[src/html_entity_decoder_macros.svh]
// Assertion macros used by the decoder's RTL
`ifndef HTML_ENTITY_DECODER_MACROS_SVH
`define HTML_ENTITY_DECODER_MACROS_SVH

`ifndef ASSERT_OFF
`define ASSERT_IMPLY(lbl, clk, rst_n, ante, cons) \
    lbl: assert property (@(posedge clk) disable iff (!rst_n) (ante) |-> (cons)) \
        else $error("assertion failed");
`define ASSERT_NEXT(lbl, clk, rst_n, ante, cons) \
    lbl: assert property (@(posedge clk) disable iff (!rst_n) (ante) |=> (cons)) \
        else $error("assertion failed");
`else
`define ASSERT_IMPLY(lbl, clk, rst_n, ante, cons)
`define ASSERT_NEXT(lbl, clk, rst_n, ante, cons)
`endif

`endif

[src/hed_ram.sv]
module hed_ram #(
    parameter int WIDTH = 7,
    parameter int DEPTH = 32
) (
    input  logic                     i_clk,
    input  logic                     i_we,
    input  logic [$clog2(DEPTH)-1:0] i_waddr,
    input  logic [WIDTH-1:0]         i_wdata,
    input  logic [$clog2(DEPTH)-1:0] i_raddr,
    output logic [WIDTH-1:0]         o_rdata
);
    logic [WIDTH-1:0] r_mem [DEPTH];
    logic [WIDTH-1:0] r_rdata;

    always_ff @(posedge i_clk) begin
        if (i_we) begin
            r_mem[i_waddr] <= i_wdata;
        end
        r_rdata <= r_mem[i_raddr];
    end

    assign o_rdata = r_rdata;
endmodule

[config.mk]
export PLATFORM = sky130hd
export DESIGN_NAME = hed_ram
export DESIGN_NICKNAME = d
export VERILOG_FILES = /design/src/html_entity_decoder_macros.svh /design/src/hed_ram.sv
export SDC_FILE = /design/constraint.sdc
export NUM_CORES = 1
export LEC_CHECK = 0
export ABC_AREA = 1
export BUFFER_PORTS_ARGS = -buffer_cell sky130_fd_sc_hd__buf_2
export CAP_MARGIN = 10
export CORE_ASPECT_RATIO = 0.8
export CORE_MARGIN = 5
export CORE_UTILIZATION = 45
export CTS_CLUSTER_DIAMETER = 60
export CTS_CLUSTER_SIZE = 24
export DETAILED_ROUTE_END_ITERATION = 12
export SYNTH_ARGS = -nofsm -noshare
export SYNTH_HDL_FRONTEND = slang
export SYNTH_SLANG_ARGS = --single-unit
[constraint.sdc]
create_clock -name i_clk -period 2.7 [get_ports i_clk]
set_input_delay 0.27 -clock i_clk [delete_from_list [all_inputs] [get_ports i_clk]]
set_output_delay 0.27 -clock i_clk [all_outputs]
set_load 0.02 [all_outputs]
# Word-level counts from Yosys, hierarchy flattened
# Memories as Yosys holds them, arrays and structs flattened. A register that Yosys moved wholly into a read port is not among the register bits.
# Cells that the tools add are included.
# word_totals
ff_bits,0
mem_bits_rw,224
in_bits,19
word_cells,3
memories,1
# op_classes
muxes,2
# mem_list
name,words,word_bits,rd,rd_clocked_by_memory_dff,write_ports,line_no,rtl
r_mem,32,7,1,1,1,hed_ram.sv:12,logic [WIDTH-1:0] r_mem [DEPTH];
# op_table
cell,n
2-to-1 mux 1 bit,2

# Depth between registers and ports, before layout
# Gate-level depths: netlist of run 1.
# logic_depth
depth_word,2
mapped_depth,12

# Least setup slack after synthesis of run 1
# OpenSTA, ideal clock, no wires.
# synth_timing
kind,input-to-reg
startpoint,input i_waddr[0]
endpoint,memory r_mem[0][0] (enable)
setup_ns,0.360
t_arrival_ns,0.892
t_required_ns,2.340
slack_ns,1.448
path_stages,3
cell_sequence,inv_1 -> nand3_1 -> nor2_1
# synth_lines
item,line_no,rtl
start: declaration,hed_ram.sv:7,"input logic [$clog2(DEPTH)-1:0] i_waddr,"
end: declaration,hed_ram.sv:12,
# Straight into the memory's write port.

==> results.py, run 1 <==
metrics = {
    "grt": {
        "grt_pass1_vias": 5852,
        "grtUsageMet3_pct": 2.75,
        "grtUsageMet1_pct": 28.8,
        "grt_max_degree": 113,
        "overflow": 0,
        "track_usage_pct": 18.5,
        "gr-usage-met2_pct": 28.3,
        "grt_pass1_wl_mm": 34.2,
        "globalRoute.busiestLayer": "met1",
        "antenna_found_initial": 0,
    },
    "floorplan": {
        "die_w_um": 172,
        "core_area_sq_um": 20600,
        "io-pin-count": 26,
        "initial_core_util_pct": 45.6,
        "die_h_um": 139,
        "rows": 47,
        "die_area_sq_um": 23900,
    },
    "min_path": {
        "holdCritStartpoint": "i_raddr[4]",
        "holdPathStages": 3,
        "hold_class": "input pin to flop",
        "worstHoldEndpoint": "o_rdata[3]$_DFF_P_",
    },
    "route": {
        "drc": 0,
        "routedWlPerCell_um": 19.7,
        "first_pass_iters": 5,
        "vias": 5906,
        "post_drt_via_cell_ratio": 5.36,
        "wl_mm": 21.6,
        "first_iter_violations": 513,
        "ant_nets": 0,
    },
    "setup_path": {
        "arrival_ps": 1840,
        "crit_fanout": 42,
        "required_ps": 3120,
        "path_class": "input pin to flop",
        "critPathCaptureType": "flop",
        "r2r_end": "o_rdata[5]$_DFF_P_",
        "r2r-start": "r_mem[13][5]$_DFFE_PP_",
        "rrSetupSlack_ps": 1560,
        "worst_r2r_path_depth": 8,
        "start_kind": "input pin",
    },
    "placed_design": {
        "dpl_cell_area_sq_um": 9720,
        "gp_congestion": 0.822,
        "place_ws_ps": 782,
        "hpwl_mm": 12.8,
        "numPortBuffers": 25,
        "dp.cells": 1077,
    },
    "clocking": {
        "cts-root-buf": "clkbuf_16",
        "clk_pin_slew_worst_paths_ps": 90,
        "cts.sinks": 231,
        "ctsLongestPathBuffers": 3,
        "cts_setup_buffers": 0,
        "cts_hold_buf": 0,
        "cts_htree_levels": 1,
        "clk_latency_ps": 490,
        "cts-resized-gates": 0,
        "cts_tree": "built",
        "numCtsBuffers": 15,
    },
    "logic_synthesis": {
        "syn-num-nets": 832,
        "ys_types": 14,
        "synth_xor_area_share_pct": 0,
        "ys_seq_area_share_pct": 72.9,
        "synth.top_cells.by_area": "edfxtp_1 71%, nand2_1 13%, nand3_1 9.6%",
        "ys_warn_count": 0,
        "synthAdderAreaFrac_pct": 0,
        "synth_compound_area_share_pct": 0,
        "synth.mux.area_fraction_pct": 0,
        "synth_top_family_by_area": "simple AND/OR/NAND/NOR gates",
        "synth.top_cell.area_share_pct": 71.4,
        "synth_seq_cells": 231,
        "synth_area_sq_um": 9420,
        "yosysTopAreaCell": "edfxtp_1",
        "syn_inst": 813,
        "avgSynthCellArea_sq_um": 11.6,
        "synthSimpleGateAreaFrac_pct": 23.4,
    },
    "sta": {
        "setup_violations": 0,
        "worst_slew_pin_slew_ps": 743,
        "finalCritPeriodShare_pct": 52.5,
        "slew_headroom_pct": 50.5,
        "max_freq_mhz": 705,
        "fin_hold_ws_ps": 108,
        "finClkSkew_ps": 22.6,
        "maxSlewViolCount": 0,
        "rsz0062_at_grt": "no",
        "setup-tns-final_ps": 0,
        "setup_slack_ps": 1280,
        "period_minus_slack_ps": 1420,
        "finalHoldViolCount": 0,
    },
    "layout": {
        "num_antenna_cells": 0,
        "fin_cells": 1101,
        "syn_to_final_growth_pct": 8.08,
        "final_area_sq_um": 10200,
        "nets": 844,
        "layout-drive-gt1-share_pct": 7.93,
    },
    "pwr": {
        "p_leak_uw": 0.00373,
        "peakVddDrop_mv": 0.619,
        "powerDensity_nw_per_um2": 663,
    },
    "flow_run": {
        "cap_violations": 0,
    },
    "run_status": {
        "run_status": "finished clean",
    },
}
## cells in the final DEF (no fill, tap or decap), types with 2 or more instances in the layout
cell / Yosys / layout
buf_12: 1 / 3
buf_2: 22 / 24
buf_4: 7 / 13
clkbuf_16: 0 / 15
clkinv_2: 0 / 2
dfxtp_1: 7 / 7
edfxtp_1: 224 / 224
inv_1: 8 / 7
inv_2: 1 / 2
inv_6: 0 / 2
inv_8: 0 / 2
nand2_1: 315 / 315
nand3_1: 180 / 180
nor2_1: 32 / 32
## critical path, stage by stage
cell,delay (ps)
buf_4,130
inv_4,350
buf_4,370
nand2_1,80
nand3_1,80
nand3_1,100
nand2_1,110
nand2_1,100
nand2_1,100
nand2_1,50
nand2_1,60
## power breakdown
| part | total (uW) | internal [uW] | switching (uW) |
|---|---|---|---|
| Combinational | 472 | 121 | 351 |
| Sequential | 4000 | 3980 | 18.8 |
| Clock | 2270 | 1060 | 1210 |
| Total | 6740 | 5160 | 1580 |
## routing by layer
metal	vias up	share of wire [%]	wire length [um]
met4	0	1.5	332
met2	158	45	9810
met1	2887	48	10400
met3	27	5.2	1120
met5	-	0	0
li1	2834	-	-
## flip-flops by register name, summed over array words and instances, names as in the netlist
signal and cells:
o_rdata 7, r_mem 224
## worst max path at each step
| stage | endpoint | depth (start not counted) | from |
|---|---|---|---|
| 2_1_floorplan | r_mem[0][0]$_DFFE_PP_ | 3 | i_waddr[0] |
| 3_3_place_gp | o_rdata[1]$_DFF_P_ | 11 | i_raddr[0] |
| 3_5_place_dp | r_mem[22][3]$_DFFE_PP_ | 4 | i_waddr[0] |
| 4_1_cts | r_mem[22][6]$_DFFE_PP_ | 4 | i_waddr[0] |
| 5_1_grt | o_rdata[2]$_DFF_P_ | 11 | i_raddr[0] |
| 6_report | o_rdata[4]$_DFF_P_ | 11 | i_raddr[0] |
## logic make-up (layout without fill, tap and decap cells)
kind of cell	after synthesis	in the layout
and+or+nand+nor	527	527
DFF	231	231
buffers and inverters	55	74
## through the flow
| stage | util (%) | total power, uW |
|---|---|---|
| 2_1_floorplan | - | 4370 |
| 3_3_place_gp | 47.1 | 4550 |
| 3_5_place_dp | 47.1 | 4560 |
| 4_1_cts | 49.3 | 6810 |
| 5_1_grt | 49.3 | 7000 |
| 6_report | 49.3 | 6740 |
## final cells by class
class | instances | area, sq um
Timing Repair Buffer | 40 | 278
Inverter | 10 | 40.0
Fill cell | 1856 | 10500
Multi-Input combinational cell | 527 | 2200
Sequential cell | 231 | 6870
Clock buffer | 15 | 375
Clock inverter | 9 | 77.6
Tap cell | 269 | 337
## synth_stat cells
master,n
inv_1,8
inv_2,1
buf_1,4
inv_4,1
edfxtp_1,224
dfxtp_1,7
nand2_1,315
buf_2,22
buf_4,7
nand3_1,180
clkbuf_1,2
buf_12,1
nor2_1,32
buf_6,9
No activity file was read; power rests on OpenSTA's default activity.
==> inputs of run 2 (changes only) <==
Clock period 2.7 ns to 1.4 ns, I/O delays scaled along.
==> run 2 against run 1 <==
Effect of this change: clock skew shrank 6.5 ps; worst hold slack lost 28 ps; critical endpoint is now o_rdata[6]; flip-flop and latch count is the same; utilization grew 2.6 points; routed wire length grew 3.8%; critical path depth shrank 10.
==> results.py, run 2 (synthesized netlist as in run 1, its figures left out) <==
metrics = {
    "clocking": {
        "cts.sinks": 231,
        "cts_tree": "built",
        "cts_htree_levels": 1,
        "cts-root-buf": "clkbuf_16",
        "clk_latency_ps": 480,
        "numCtsBuffers": 15,
        "ctsLongestPathBuffers": 3,
        "clk_pin_slew_worst_paths_ps": 100,
        "cts-resized-gates": 0,
    },
    "sta": {
        "rsz0062_at_grt": "no",
        "period_minus_slack_ps": 1190,
        "maxSlewViolCount": 0,
        "setup_violations": 0,
        "slew_headroom_pct": 68.6,
        "finClkSkew_ps": 16.2,
        "finalHoldViolCount": 0,
        "setup-tns-final_ps": 0,
        "worst_slew_pin_slew_ps": 470,
        "finalCritPeriodShare_pct": 85.2,
        "max_freq_mhz": 839,
    },
    "route": {
        "first_pass_iters": 6,
        "post_drt_via_cell_ratio": 5.27,
        "vias": 6075,
        "ant_nets": 0,
        "wl_mm": 22.4,
        "routedWlPerCell_um": 19.5,
        "first_iter_violations": 471,
        "drc": 0,
    },
    "floorplan": {
        "die_h_um": 139,
        "die_w_um": 172,
        "die_area_sq_um": 23900,
        "initial_core_util_pct": 45.6,
        "core_area_sq_um": 20600,
        "io-pin-count": 26,
        "rows": 47,
    },
    "setup_path": {
        "critPathCaptureType": "output port",
        "start_kind": "flop",
        "arrival_ps": 1050,
        "cp_num_buf_inv": 1,
        "slowest_stage": "dfxtp_1",
        "required_ps": 1260,
        "path_delay_family": "flip-flops",
        "path_class": "flop to output port",
        "crit_chain": "buf_2",
        "crit_fanout": 1,
        "worst_path_largest_cell_delay_ps": 390,
    },
    "placed_design": {
        "numPortBuffers": 25,
        "hpwl_mm": 13.9,
        "gp_congestion": 0.836,
    },
    "layout": {
        "layout-drive-gt1-share_pct": 12.9,
        "largest_register_ffs": 224,
        "seqCellArea_sq_um": 6870,
        "final_common_cell": "nand2_1",
        "fill_cells": 1866,
        "num_antenna_cells": 0,
        "nets": 894,
        "syn_to_final_growth_pct": 13.8,
        "final_cell_mix": "315 x nand2_1, 224 x edfxtp_1, 180 x nand3_1, 52 x buf_4, 32 x nor2_1",
        "top_register": "r_mem",
        "multi_input_area_sq_um": 2200,
    },
    "grt": {
        "track_usage_pct": 19.0,
        "antenna_found_initial": 0,
        "grt_pass1_vias": 5921,
        "grt_max_degree": 57,
        "grt_pass1_wl_mm": 35.3,
        "overflow": 0,
    },
    "pwr": {
        "p_total_uw": 13300,
        "p_leak_uw": 0.00404,
        "peakVddDrop_mv": 1.02,
        "powerDensity_nw_per_um2": 1240,
    },
    "run_status": {
        "run_status": "finished clean",
    },
    "flow_run": {
        "cap_violations": 0,
    },
    "min_path": {
        "hold_class": "input pin to flop",
    },
}
run 2: path summary, 6_finish.rpt:
kind	startpoint	end	slack (ps)	cells after the start
setup / recovery	o_rdata[6]$_DFF_P_	o_rdata[6]	210	1
hold / removal	i_wdata[4]	r_mem[26][4]$_DFFE_PP_	80	1
setup reg to reg	r_mem[5][4]$_DFFE_PP_	o_rdata[4]$_DFF_P_	260	8
hold reg to reg	r_mem[19][2]$_DFFE_PP_	o_rdata[2]$_DFF_P_	790	8
run 2: repair_timing:
| item | in CTS | in global routing |
|---|---|---|
| hold buffers | 1 | 0 |
| hold endpoints to repair | 5 | 0 |
| buffers inserted | 0 | 0 |
run 2: final cells by class:
| cell class | count | share of cell area, % |
|---|---|---|
| clock buffer | 18 | 3.61 |
| clock inverter | 7 | 0.969 |
| timing repair buffer | 90 | 7.28 |
| multi-input combinational | 527 | 20.6 |
| inverter | 10 | 0.374 |
| sequential | 231 | 64.1 |
| tap | 269 | 3.14 |
run 2: stage by stage:
stage	cell area, sq um	cells	utilization (%)	setup WS, ps	hold WS (ps)
floorplan	9420	813	-	278	239
global placement	10200	1126	49.5	62.0	497
detailed placement	10200	1126	49.5	46.0	499
CTS	10700	1152	51.9	214	64.4
global route	10700	1152	51.9	154	60.3
finish	10700	1152	51.9	207	79.7
run 2: metal layers:
layer | global-route usage (%) | share of wire [%] | vias up
li1 | - | - | 2928
met2 | 29.0 | 45 | 174
met3 | 3.20 | 6.0 | 21
met1 | 29.5 | 47 | 2952
met4 | 2.85 | 1.2 | 0
met5 | 0 | 0 | -
run 2: where the power goes:
group          internal, uW  switching, uW  total [uW]  leakage, uW
logic                   318            705        1020      0.00173
clock network          2250           2350        4600     0.000232
registers              7670           32.3        7700      0.00208
total                 10200           3090       13300      0.00404
==> inputs of run 3 (changes only) <==
Settings changed: CELL_PAD_IN_SITES_DETAIL_PLACEMENT set to 1, CELL_PAD_IN_SITES_GLOBAL_PLACEMENT set to 2, CORE_UTILIZATION 45 to 43, PLACE_DENSITY_LB_ADDON set to 0.1.
==> run 3 against run 2 <==
Effect of this change: register-to-register slack worse by 40 ps; highest routed layer unchanged; sequential share of layout area down 0.47 points; sequential power about the same; fmax down 0.60%.
==> results.py, run 3 (synthesized netlist as in run 1, its figures left out) <==
metrics = {
    "clocking": {
        "clk_pin_slew_worst_paths_ps": 90,
        "cts-root-buf": "clkbuf_16",
        "cts.sinks": 231,
        "clk_latency_ps": 490,
        "numCtsBuffers": 17,
        "cts_setup_buffers": 0,
        "ctsLongestPathBuffers": 3,
        "cts_htree_levels": 1,
        "cts_tree": "built",
    },
    "layout": {
        "fin_util_pct": 50.1,
        "final_cell_mix": "315 x nand2_1, 224 x edfxtp_1, 180 x nand3_1, 44 x buf_4, 32 x nor2_1",
        "largest_register_ffs": 224,
        "nets": 890,
        "syn_to_final_growth_pct": 14.7,
        "num_antenna_cells": 0,
        "fill_cells": 2265,
        "seqCellArea_sq_um": 6870,
        "top_register": "r_mem",
        "multi_input_area_sq_um": 2200,
        "final_common_cell": "nand2_1",
        "layout-drive-gt1-share_pct": 13.0,
        "fin_cells": 1155,
    },
    "setup_path": {
        "required_ps": 1260,
        "cp_num_buf_inv": 1,
        "path_class": "flop to output port",
        "slowest_stage": "dfxtp_1",
        "start_kind": "flop",
        "critPathCaptureType": "output port",
        "crit_chain": "buf_2",
        "arrival_ps": 1060,
        "path_delay_family": "flip-flops",
        "crit_fanout": 1,
        "worst_path_largest_cell_delay_ps": 380,
    },
    "grt": {
        "grt_max_degree": 59,
        "grt_pass1_wl_mm": 38.5,
        "grtUsageMet3_pct": 2.50,
        "globalRoute.busiestLayer": "met2",
        "antenna_found_initial": 0,
        "gr-usage-met2_pct": 33.3,
        "track_usage_pct": 20.2,
        "grt_pass1_vias": 6418,
        "grtUsageMet1_pct": 29.4,
        "overflow": 0,
    },
    "sta": {
        "finClkSkew_ps": 12.4,
        "fin_hold_ws_ps": 73.0,
        "finalCritPeriodShare_pct": 85.7,
        "setup_violations": 0,
        "maxSlewViolCount": 0,
        "slew_headroom_pct": 66.6,
        "worst_slew_pin_slew_ps": 501,
        "max_freq_mhz": 834,
        "period_minus_slack_ps": 1200,
        "setup_slack_ps": 200,
        "rsz0062_at_grt": "no",
        "finalHoldViolCount": 0,
    },
    "floorplan": {
        "die_h_um": 142,
        "die_area_sq_um": 25000,
        "rows": 48,
        "die_w_um": 175,
        "core_area_sq_um": 21600,
        "io-pin-count": 26,
        "initial_core_util_pct": 43.7,
    },
    "pwr": {
        "peakVddDrop_mv": 1.23,
        "p_leak_uw": 0.00406,
        "powerDensity_nw_per_um2": 1300,
    },
    "route": {
        "ant_nets": 0,
        "first_pass_iters": 5,
        "drc": 0,
        "vias": 6142,
        "post_drt_via_cell_ratio": 5.32,
        "wl_mm": 24.7,
        "first_iter_violations": 521,
        "routedWlPerCell_um": 21.4,
    },
    "placed_design": {
        "numPortBuffers": 25,
        "dp.cells": 1126,
        "place_ws_ps": -43.2,
        "gp_congestion": 0.775,
        "hpwl_mm": 15.8,
    },
    "min_path": {
        "hold_class": "input pin to flop",
    },
    "run_status": {
        "run_status": "finished clean",
    },
    "flow_run": {
        "cap_violations": 0,
    },
}
-- run 3: cell types whose count changed in the layout (fill, tap and decap cells not counted), sizes merged --
cell,before,now
clkbuf,18,17
clkinvlp,1,3
clkinv,4,2
bufinv,1,2
buf,89,83
inv,11,14
-- run 3: path summary, 6_finish.rpt --
kind	end	from	slack [ps]	cells after the start
max	o_rdata[2]	o_rdata[2]$_DFF_P_	200	1
min	r_mem[12][5]$_DFFE_PP_	i_wdata[5]	70	1
max reg2reg	o_rdata[3]$_DFF_P_	r_mem[15][3]$_DFFE_PP_	220	8
min reg2reg	o_rdata[3]$_DFF_P_	r_mem[22][3]$_DFFE_PP_	790	8
-- run 3: what timing repair did --
action | in CTS | in global routing
gates resized for setup | 0 | 0
setup endpoints to repair | 0 | 0
endpoints found under the hold margin | 5 | 0
hold buffers | 1 | 0
-- run 3: layout make-up --
type | count | area share [%]
Clock buffer | 17 | 3.94
Timing Repair Buffer | 84 | 7.05
Clock inverter | 11 | 1.45
Sequential cell | 231 | 63.6
Inverter | 10 | 0.371
Tap cell | 275 | 3.19
Multi-Input combinational cell | 527 | 20.4
-- run 3: metal layers --
layer	vias up	part of all wire (%)	wire length, um
met2	97	46	11500
met4	0	1.7	408
li1	2927	-	-
met3	27	3.0	745
met5	-	0	0
met1	3091	49	12100
-- run 3: per-stage QoR --
step           TNS (ps)  total power [uW]  instance area [sq um]
2_1_floorplan         0              8430                   9420
3_3_place_gp      -74.7              8920                  10200
3_5_place_dp      -91.0              8940                  10200
4_1_cts               0             14200                  10800
5_1_grt               0             14600                  10800
6_report              0             14000                  10800
-- run 3: power by group --
group | switching [uW] | internal [uW]
logic | 732 | 323
registers | 37.2 | 7670
clock network | 2530 | 2710
total | 3300 | 10700
